[src/hw/rtl/assert_macros.svh]
// Assertion helpers for the converter RTL; they compile away in synthesis.
`ifndef ASSERT_MACROS_SVH
`define ASSERT_MACROS_SVH

`ifndef SYNTHESIS

// Check a condition at every clock edge outside reset.
`define ITP_ASSERT(lbl, cond, msg) \
    lbl: assert property (@(posedge clk) disable iff (!rst_n) (cond)) else $error(msg);

// Check that a condition holds in the cycle after a trigger.
`define ITP_ASSERT_NEXT(lbl, trig, cond, msg) \
    lbl: assert property (@(posedge clk) disable iff (!rst_n) (trig) |=> (cond)) \
        else $error(msg);

`else

`define ITP_ASSERT(lbl, cond, msg)
`define ITP_ASSERT_NEXT(lbl, trig, cond, msg)

`endif

`endif

[src/hw/rtl/itp_pkg.sv]
`default_nettype none

package itp_pkg;

    localparam int SYM_W  = 8;
    localparam int PREC_W = 2;

    // Operator characters
    localparam logic [SYM_W-1:0] CH_PLUS  = 8'h2B;
    localparam logic [SYM_W-1:0] CH_MINUS = 8'h2D;
    localparam logic [SYM_W-1:0] CH_STAR  = 8'h2A;
    localparam logic [SYM_W-1:0] CH_SLASH = 8'h2F;

    // Precedence levels; zero marks an operand
    localparam logic [PREC_W-1:0] PREC_NONE = 2'd0;
    localparam logic [PREC_W-1:0] PREC_ADD  = 2'd1;
    localparam logic [PREC_W-1:0] PREC_MUL  = 2'd2;

    typedef enum logic [1:0] {
        ST_IDLE,
        ST_FLUSH,
        ST_POP_OP
    } state_t;

    typedef enum logic [1:0] {
        STK_HOLD,
        STK_PUSH,
        STK_POP,
        STK_REPLACE
    } stk_cmd_t;

    typedef enum logic [1:0] {
        CELL_HOLD,
        CELL_LOAD_ABOVE,
        CELL_LOAD_BELOW
    } cell_op_t;

    typedef struct packed {
        stk_cmd_t         cmd;
        logic [SYM_W-1:0] sym;
    } stk_ctrl_t;

    function automatic logic [PREC_W-1:0] itp_prec(input logic [SYM_W-1:0] c);
        logic [PREC_W-1:0] p;
        if (c == CH_PLUS || c == CH_MINUS) begin
            p = PREC_ADD;
        end
        else if (c == CH_STAR || c == CH_SLASH) begin
            p = PREC_MUL;
        end
        else begin
            p = PREC_NONE;
        end
        return p;
    endfunction

endpackage

`default_nettype wire

[src/hw/rtl/itp_in_if.sv]
`default_nettype none

interface itp_in_if import itp_pkg::*; ();
    logic             valid;
    logic             ready;
    logic [SYM_W-1:0] symbol;
    logic             is_end;

    modport source (output valid, output symbol, output is_end, input ready);
    modport sink   (input valid, input symbol, input is_end, output ready);
endinterface

`default_nettype wire

[src/hw/rtl/itp_out_if.sv]
`default_nettype none

interface itp_out_if import itp_pkg::*; ();
    logic             valid;
    logic             ready;
    logic [SYM_W-1:0] out_symbol;
    logic             has_symbol;
    logic             last;
    logic             expr_done;
    logic             overflow;

    modport source (output valid, output out_symbol, output has_symbol, output last,
                    output expr_done, output overflow, input ready);
    modport sink   (input valid, input out_symbol, input has_symbol, input last,
                    input expr_done, input overflow, output ready);
endinterface

`default_nettype wire

[src/hw/rtl/itp_cell.sv]
`default_nettype none

module itp_cell import itp_pkg::*;
(
    input  wire logic             clk,
    input  var  cell_op_t         op,
    input  wire logic [SYM_W-1:0] from_above,
    input  wire logic [SYM_W-1:0] from_below,
    output logic      [SYM_W-1:0] data
);

    logic [SYM_W-1:0] data_reg;
    logic [SYM_W-1:0] data_next;

    // Take the neighbor's entry on a shift, otherwise hold
    always_comb
    begin
        case (op)
            CELL_LOAD_ABOVE: data_next = from_above;
            CELL_LOAD_BELOW: data_next = from_below;
            default:         data_next = data_reg;
        endcase
    end

    always_ff @(posedge clk)
    begin
        data_reg <= data_next;
    end

    assign data = data_reg;

endmodule

`default_nettype wire

[src/hw/rtl/itp_stack.sv]
`default_nettype none

module itp_stack import itp_pkg::*;
#(
    parameter int DEPTH = 16
)
(
    input  wire logic             clk,
    input  var  stk_ctrl_t        ctrl,
    output logic      [SYM_W-1:0] top_sym,
    output logic      [SYM_W-1:0] next_sym
);

    logic [SYM_W-1:0] cell_data [DEPTH];

    genvar i;
    generate
        for (i = 0; i < DEPTH; i++) begin : g_cell
            cell_op_t         op;
            logic [SYM_W-1:0] above;
            logic [SYM_W-1:0] below;

            // Translate the stack command into this cell's shift
            always_comb
            begin
                case (ctrl.cmd)
                    STK_PUSH:    op = CELL_LOAD_ABOVE;
                    STK_POP:     op = CELL_LOAD_BELOW;
                    STK_REPLACE:
                    begin
                        if (i == 0) begin
                            op = CELL_LOAD_ABOVE;
                        end
                        else begin
                            op = CELL_HOLD;
                        end
                    end
                    default:     op = CELL_HOLD;
                endcase
            end

            if (i == 0) begin : g_head
                assign above = ctrl.sym;
            end
            else begin : g_mid
                assign above = cell_data[i-1];
            end

            if (i == DEPTH - 1) begin : g_tail
                assign below = '0;
            end
            else begin : g_inner
                assign below = cell_data[i+1];
            end

            itp_cell u_cell (
                .clk        (clk),
                .op         (op),
                .from_above (above),
                .from_below (below),
                .data       (cell_data[i])
            );
        end
    endgenerate

    assign top_sym = cell_data[0];

    // Entry that becomes the top after a pop
    generate
        if (DEPTH > 1) begin : g_next
            assign next_sym = cell_data[1];
        end
        else begin : g_no_next
            assign next_sym = '0;
        end
    endgenerate

endmodule

`default_nettype wire

[src/hw/rtl/infix_to_postfix_converter.sv]
`default_nettype none
`include "assert_macros.svh"

// Infix-to-postfix converter without parentheses. One character enters per
// transfer on symbols; operands leave at once, operators wait on a stack built
// as a row of shift cells with the top at cell 0. An operator first pops the
// stacked entries of equal or higher rank and an end item flushes all of them,
// one result per cycle through the output register while results are taken;
// no new character is accepted until that is done. Each stacked operator is
// pushed and popped once. The stack holds STACK_DEPTH operators; an operator
// that pops nothing and meets a full stack is dropped and reported by a bare
// marker with overflow set. The final result of every item that yields one
// carries last, and an end item closes with a bare marker with expr_done set.
module infix_to_postfix_converter import itp_pkg::*;
#(
    parameter int STACK_DEPTH = 16
)
(
    input  wire logic clk,
    input  wire logic rst_n,
    itp_in_if.sink    symbols,
    itp_out_if.source results
);

    localparam int CNT_W = $clog2(STACK_DEPTH + 1);
    localparam logic [CNT_W-1:0] CNT_FULL = CNT_W'(STACK_DEPTH);
    localparam logic [CNT_W-1:0] CNT_ONE  = CNT_W'(1);

    state_t            state_reg, state_next;
    logic [CNT_W-1:0]  count_reg, count_next;
    logic [SYM_W-1:0]  op_sym_reg, op_sym_next;
    logic [PREC_W-1:0] op_prec_reg, op_prec_next;

    logic              out_valid_reg, out_valid_next;
    logic [SYM_W-1:0]  out_sym_reg, out_sym_next;
    logic              out_has_reg, out_has_next;
    logic              out_last_reg, out_last_next;
    logic              out_done_reg, out_done_next;
    logic              out_ovf_reg, out_ovf_next;

    stk_ctrl_t         stk_ctrl;
    logic [SYM_W-1:0]  top_sym;
    logic [SYM_W-1:0]  next_sym;

    logic              out_free;
    logic              in_fire;
    logic [PREC_W-1:0] in_prec;
    logic              count_zero;
    logic              need_pop;
    logic              more_pops;
    logic              load_out;

    itp_stack #(
        .DEPTH (STACK_DEPTH)
    ) u_stack (
        .clk      (clk),
        .ctrl     (stk_ctrl),
        .top_sym  (top_sym),
        .next_sym (next_sym)
    );

    // Shared decode
    assign out_free      = !out_valid_reg || results.ready;
    assign symbols.ready = (state_reg == ST_IDLE) && out_free;
    assign in_fire       = symbols.valid && symbols.ready;
    assign in_prec       = itp_prec(symbols.symbol);
    assign count_zero    = (count_reg == '0);
    assign need_pop      = !count_zero && (itp_prec(top_sym) >= in_prec);
    assign more_pops     = (count_reg > CNT_ONE) && (itp_prec(next_sym) >= op_prec_reg);

    // Next state
    always_comb
    begin
        state_next = state_reg;
        case (state_reg)
            ST_IDLE:
            begin
                if (in_fire) begin
                    if (symbols.is_end) begin
                        state_next = ST_FLUSH;
                    end
                    else if (in_prec != PREC_NONE && need_pop) begin
                        state_next = ST_POP_OP;
                    end
                end
            end
            ST_FLUSH:
            begin
                if (out_free && count_zero) begin
                    state_next = ST_IDLE;
                end
            end
            ST_POP_OP:
            begin
                if (out_free && !more_pops) begin
                    state_next = ST_IDLE;
                end
            end
            default: state_next = ST_IDLE;
        endcase
    end

    // Stack commands, results and pending operator
    always_comb
    begin
        stk_ctrl.cmd  = STK_HOLD;
        stk_ctrl.sym  = symbols.symbol;
        count_next    = count_reg;
        op_sym_next   = op_sym_reg;
        op_prec_next  = op_prec_reg;
        load_out      = 1'b0;
        out_sym_next  = '0;
        out_has_next  = 1'b0;
        out_last_next = 1'b0;
        out_done_next = 1'b0;
        out_ovf_next  = 1'b0;
        case (state_reg)
            ST_IDLE:
            begin
                if (in_fire && !symbols.is_end) begin
                    if (in_prec == PREC_NONE) begin
                        load_out      = 1'b1;
                        out_sym_next  = symbols.symbol;
                        out_has_next  = 1'b1;
                        out_last_next = 1'b1;
                    end
                    else if (need_pop) begin
                        op_sym_next  = symbols.symbol;
                        op_prec_next = in_prec;
                    end
                    else if (count_reg != CNT_FULL) begin
                        stk_ctrl.cmd = STK_PUSH;
                        count_next   = count_reg + CNT_ONE;
                    end
                    else begin
                        load_out      = 1'b1;
                        out_last_next = 1'b1;
                        out_ovf_next  = 1'b1;
                    end
                end
            end
            ST_FLUSH:
            begin
                if (out_free) begin
                    load_out = 1'b1;
                    if (!count_zero) begin
                        stk_ctrl.cmd = STK_POP;
                        count_next   = count_reg - CNT_ONE;
                        out_sym_next = top_sym;
                        out_has_next = 1'b1;
                    end
                    else begin
                        out_last_next = 1'b1;
                        out_done_next = 1'b1;
                    end
                end
            end
            ST_POP_OP:
            begin
                if (out_free) begin
                    load_out      = 1'b1;
                    out_sym_next  = top_sym;
                    out_has_next  = 1'b1;
                    out_last_next = !more_pops;
                    if (more_pops) begin
                        stk_ctrl.cmd = STK_POP;
                        count_next   = count_reg - CNT_ONE;
                    end
                    else begin
                        // pop the last match and push the waiting operator at once
                        stk_ctrl.cmd = STK_REPLACE;
                        stk_ctrl.sym = op_sym_reg;
                    end
                end
            end
            default: stk_ctrl.cmd = STK_HOLD;
        endcase
    end

    // Output register: load a new result or drop the one taken
    always_comb
    begin
        if (load_out) begin
            out_valid_next = 1'b1;
        end
        else if (results.ready) begin
            out_valid_next = 1'b0;
        end
        else begin
            out_valid_next = out_valid_reg;
        end
    end

    always_ff @(posedge clk or negedge rst_n)
    begin
        if (!rst_n) begin
            state_reg     <= ST_IDLE;
            count_reg     <= '0;
            out_valid_reg <= 1'b0;
        end
        else begin
            state_reg     <= state_next;
            count_reg     <= count_next;
            out_valid_reg <= out_valid_next;
        end
    end

    always_ff @(posedge clk)
    begin
        op_sym_reg  <= op_sym_next;
        op_prec_reg <= op_prec_next;
        if (load_out) begin
            out_sym_reg  <= out_sym_next;
            out_has_reg  <= out_has_next;
            out_last_reg <= out_last_next;
            out_done_reg <= out_done_next;
            out_ovf_reg  <= out_ovf_next;
        end
    end

    assign results.valid      = out_valid_reg;
    assign results.out_symbol = out_sym_reg;
    assign results.has_symbol = out_has_reg;
    assign results.last       = out_last_reg;
    assign results.expr_done  = out_done_reg;
    assign results.overflow   = out_ovf_reg;

    `ITP_ASSERT(a_count_bound, count_reg <= CNT_FULL, "stack count beyond depth")
    `ITP_ASSERT(a_ready_idle, !symbols.ready || state_reg == ST_IDLE, "ready while busy")
    `ITP_ASSERT(a_pop_nonempty, state_reg != ST_POP_OP || !count_zero, "pop on empty stack")
    `ITP_ASSERT_NEXT(a_ovf_full, load_out && out_ovf_next, count_reg == CNT_FULL, "overflow below full")
    `ITP_ASSERT_NEXT(a_done_empty, load_out && out_done_next, count_zero, "done with stacked operators")

endmodule

`default_nettype wire

[src/flat_wrapper.sv]
// flat-port wrapper written by rule: the top's interface ports become plain ports
module infix_to_postfix_converter_flat import itp_pkg::*;
#(
    parameter int STACK_DEPTH = 16
)
  (clk, rst_n, symbols_valid, symbols_symbol, symbols_is_end, symbols_ready, results_valid, results_out_symbol, results_has_symbol, results_last, results_expr_done, results_overflow, results_ready);
  itp_in_if symbols_i ();
  itp_out_if results_i ();
  input  wire logic clk;
  input  wire logic rst_n;
  input wire logic [$bits(symbols_i.valid)-1:0] symbols_valid;
  input wire logic [$bits(symbols_i.symbol)-1:0] symbols_symbol;
  input wire logic [$bits(symbols_i.is_end)-1:0] symbols_is_end;
  output wire logic [$bits(symbols_i.ready)-1:0] symbols_ready;
  output wire logic [$bits(results_i.valid)-1:0] results_valid;
  output wire logic [$bits(results_i.out_symbol)-1:0] results_out_symbol;
  output wire logic [$bits(results_i.has_symbol)-1:0] results_has_symbol;
  output wire logic [$bits(results_i.last)-1:0] results_last;
  output wire logic [$bits(results_i.expr_done)-1:0] results_expr_done;
  output wire logic [$bits(results_i.overflow)-1:0] results_overflow;
  input wire logic [$bits(results_i.ready)-1:0] results_ready;
  assign symbols_i.valid = symbols_valid;
  assign symbols_i.symbol = symbols_symbol;
  assign symbols_i.is_end = symbols_is_end;
  assign symbols_ready = symbols_i.ready;
  assign results_valid = results_i.valid;
  assign results_out_symbol = results_i.out_symbol;
  assign results_has_symbol = results_i.has_symbol;
  assign results_last = results_i.last;
  assign results_expr_done = results_i.expr_done;
  assign results_overflow = results_i.overflow;
  assign results_i.ready = results_ready;
  infix_to_postfix_converter #(.STACK_DEPTH(STACK_DEPTH)) u_core (.clk(clk), .rst_n(rst_n), .symbols(symbols_i), .results(results_i));
endmodule
[config.mk]
export PLATFORM = sky130hd
export DESIGN_NAME = infix_to_postfix_converter_flat
export DESIGN_NICKNAME = d
export VERILOG_FILES = /design/src/hw/rtl/itp_pkg.sv /design/src/hw/rtl/itp_in_if.sv /design/src/hw/rtl/itp_out_if.sv /design/src/hw/rtl/itp_cell.sv /design/src/hw/rtl/itp_stack.sv /design/src/hw/rtl/infix_to_postfix_converter.sv /design/src/flat_wrapper.sv
export VERILOG_INCLUDE_DIRS = /design/src /design/src/hw/rtl
export SDC_FILE = /design/constraint.sdc
export NUM_CORES = 1
export LEC_CHECK = 0
export BUFFER_PORTS_ARGS = -buffer_cell sky130_fd_sc_hd__buf_2
export CORE_ASPECT_RATIO = 1.5
export CORE_MARGIN = 2
export CORE_UTILIZATION = 62
export DETAILED_ROUTE_END_ITERATION = 7
export PLACE_DENSITY = 0.78
export SETUP_SLACK_MARGIN = 0.05
export SLEW_MARGIN = 20
export SYNTH_ARGS = -nofsm -noshare
export SYNTH_HDL_FRONTEND = slang
export SYNTH_SLANG_ARGS = --single-unit
[constraint.sdc]
create_clock -name clk -period 5.8 [get_ports clk]
set_input_delay 0.29 -clock clk [delete_from_list [all_inputs] [get_ports clk]]
set_output_delay 0.29 -clock clk [all_outputs]
set_load 0.02 [all_outputs]
==> flow_summary.toml <==
[status]
outcome = "completed"

[detailed_routing]
drc = 0
via_per_inst = 5.90
ant_nets = 0
wire_per_inst_um = 19.2
drt_pass1_iterations = 4
via_count = 3772
wirelength_um = 12300
drt_iter0_drc = 228

[global_route]
grt_antenna_before_repair = 0
grt_max_degree = 91
overflow = 0
grt_pass1_wl_um = 19700
grt.total_usage = 0.205
grt_pass1_vias = 3906

[final_layout]
n_antenna_cell = 0
largest_reg_flops = 128
nets = 503
drive_gt1_frac = 0.395
syn_to_final_growth_pct = 13.1
fin_util = 0.713

[worst_setup_path]
cp_data_arrival_time_ns = 4.19
startpoint = "u_core.u_stack.g_cell[1].u_cell.data[4]"
r2r-start = "u_core.u_stack.g_cell[1].u_cell.data[4]"
path_class = "register to register"
r2r_cells = 10
worst_setup_path_end_kind = "register"
worstSetupEndpoint = "u_core.u_stack.g_cell[9].u_cell.data[2]"
r2r_end = "u_core.u_stack.g_cell[9].u_cell.data[2]"
critical_path.max_fanout = 80
start_kind = "register"
critPathRequiredTime_ns = 5.89
ff2ff_setup_slack_ns = 1.70

[synth]
synth_warnings = 0
syn_nets = 468
synth_enable_flop_cells = 150
ys_top_cells_by_area = "edfxtp_1 (63%), mux2_2 (18%), dfrtp_1 (2.8%)"
synth_seq_area_share = 0.654
synth_top_area_share = 0.626
synth_area_leader_cell = "edfxtp_1"
syn_avg_cell_area_um2 = 16.3
ys_async_sr_fraction = 0.0506
synth-seq-cells = 158
synth_cell_type_count = 49
synthCells = 441
synth_ff_type = "edfxtp_1"
syn-cell-area_um2 = 7190

[clocking]
clockBufferDepth = 2
postCtsSetupBuffers = 0
path_clk_slew_ns = 0.06
tritoncts = "built"
htree_levels = 4
worstSkewPairLatency_ns = 0.41
clkSinkCount = 158
clockRootBuffer = "clkbuf_16"
cts_buffers = 17

[sta]
min_period_ns = 4.10
rsz0062_at_grt = "false"
slew_headroom = 0.356
finClkSkew_ns = 0.00858
finalSetupTns_ns = 0
tightest_slew_ns = 0.966
finalHoldViolCount = 0
fin_crit_sh = 0.708
finalSetupViolCount = 0
max_freq_ghz = 0.244
finalMaxSlewViolations = 0

[run]
drv_cap = 0

[floorplanning]
dieArea_um2 = 12500
core_area_um2 = 11400
die_x_um = 91.9
num_io_pins = 27
die_h_um = 136
initial_utilization = 0.630
rows = 48

[min_path]
min_path_type = "input pin to register"

[power_and_ir_drop]
cellLeakagePower_uw = 0.00291
powerDensity_nw_per_um2 = 607
irDropWorstVdd_v = 0.000282

[place]
port_buffers = 26
hpwl_um = 8080
place.gp.congestion = 0.824
-- layout by cell type (no fill, tap or decap), types with 3 or more instances in the layout --
cell / netlist / routed
a21oi_1: 8 / 7
nand2_1: 12 / 12
or3_1: 3 / 3
xnor2_1: 5 / 5
mux2i_1: 10 / 10
buf_2: 3 / 26
clkinv_2: 0 / 3
a211oi_1: 3 / 3
dfrtp_1: 8 / 8
and3_1: 6 / 6
clkinv_4: 0 / 5
mux2_2: 112 / 112
o21ai_0: 9 / 9
edfxtp_1: 150 / 150
ha_1: 14 / 13
xor2_1: 6 / 6
inv_6: 0 / 3
clkbuf_16: 0 / 17
nand2b_1: 3 / 3
a22o_1: 8 / 8
nor2b_1: 11 / 11
nand3_1: 5 / 5
buf_4: 0 / 7
inv_1: 12 / 11
nor3_1: 3 / 3
-- area by class of cell --
class / count / area, µm²
repair buffers: 35 / 213
flip-flops and latches: 158 / 4700
fillers: 743 / 3280
clock buffers: 17 / 425
inverters: 12 / 47.5
clock inverters: 15 / 164
well taps: 150 / 188
multi-input cells: 252 / 2390
-- Yosys cell counts (5+ instances only) --
cell      number
o21ai_0        9
xor2_1         6
edfxtp_1     150
nand3_1        5
ha_1          14
a21oi_1        8
mux2i_1       10
nor2b_1       11
a22o_1         8
and3_1         6
dfrtp_1        8
xnor2_1        5
mux2_2       112
nand2_1       12
inv_1         12
clkbuf_1      16
-- worst max-delay path, stage by stage (launching register included) --
cell and delay, ns:
edfxtp_1 0.43, nor4_1 0.46, nand3_1 0.18, ha_1 0.31, nand2b_1 0.14, a21oi_1 0.32
o211ai_1 0.19, a21o_1 0.24, ha_1 0.34, inv_4 0.68, buf_4 0.43
-- cell families (layout without fill, tap and decap cells) --
logic type | after synthesis | after routing | synth area share
compound gates | 44 | 44 | 0.0473
fa+ha+maj | 14 | 14 | 0.0244
flops | 158 | 158 | 0.654
simple gates | 60 | 60 | 0.0532
mux | 123 | 123 | 0.191
buf+inv | 31 | 79 | 0.0167
xor+xnor | 11 | 11 | 0.0134
-- worst min-delay path by stage --
| stage | startpoint | depth (start not counted) | end |
|---|---|---|---|
| 2_1_floorplan | rst_n | 0 | u_core.count_reg[0] |
| 3_3_place_gp | rst_n | 1 | u_core.results.valid |
| 3_5_place_dp | rst_n | 1 | u_core.results.valid |
| 4_1_cts | symbols_symbol[3] | 1 | u_core.op_sym_reg[3] |
| 5_1_grt | symbols_symbol[3] | 1 | u_core.op_sym_reg[3] |
| 6_report | symbols_symbol[3] | 1 | u_core.op_sym_reg[3] |
-- power by group --
group          switching (µW)  internal, µW  total (µW)
clock                     459           641        1100
combinational             745           736        1480
sequential                295          2060        2350
total                    1500          3430        4930
-- layer usage --
metal	wire, µm	vias up	track usage
met2	6490	76	0.356
met5	0	-	0
met3	363	19	0.0516
met4	308	0	0.0804
met1	5100	1896	0.247
li1	-	1781	-
-- per-stage QoR --
step	power, µW	hold WS [ns]	instance area [µm²]	setup slack, ns	cells
finish	4930	0.106	8130	1.70	639
global route	5180	0.0898	8130	1.43	639
CTS	4950	0.0855	8110	1.66	638
detailed placement	3840	0.150	7510	1.67	605
global placement	3740	0.149	7510	1.73	605
floorplan	3450	-0.00559	7190	0.788	441
-- what timing repair did --
action,CTS,global route
resized for setup,0,0
setup endpoints to repair,0,0
hold endpoints to repair,8,0
hold buffers,1,0
(Power assumes the default switching activity.)
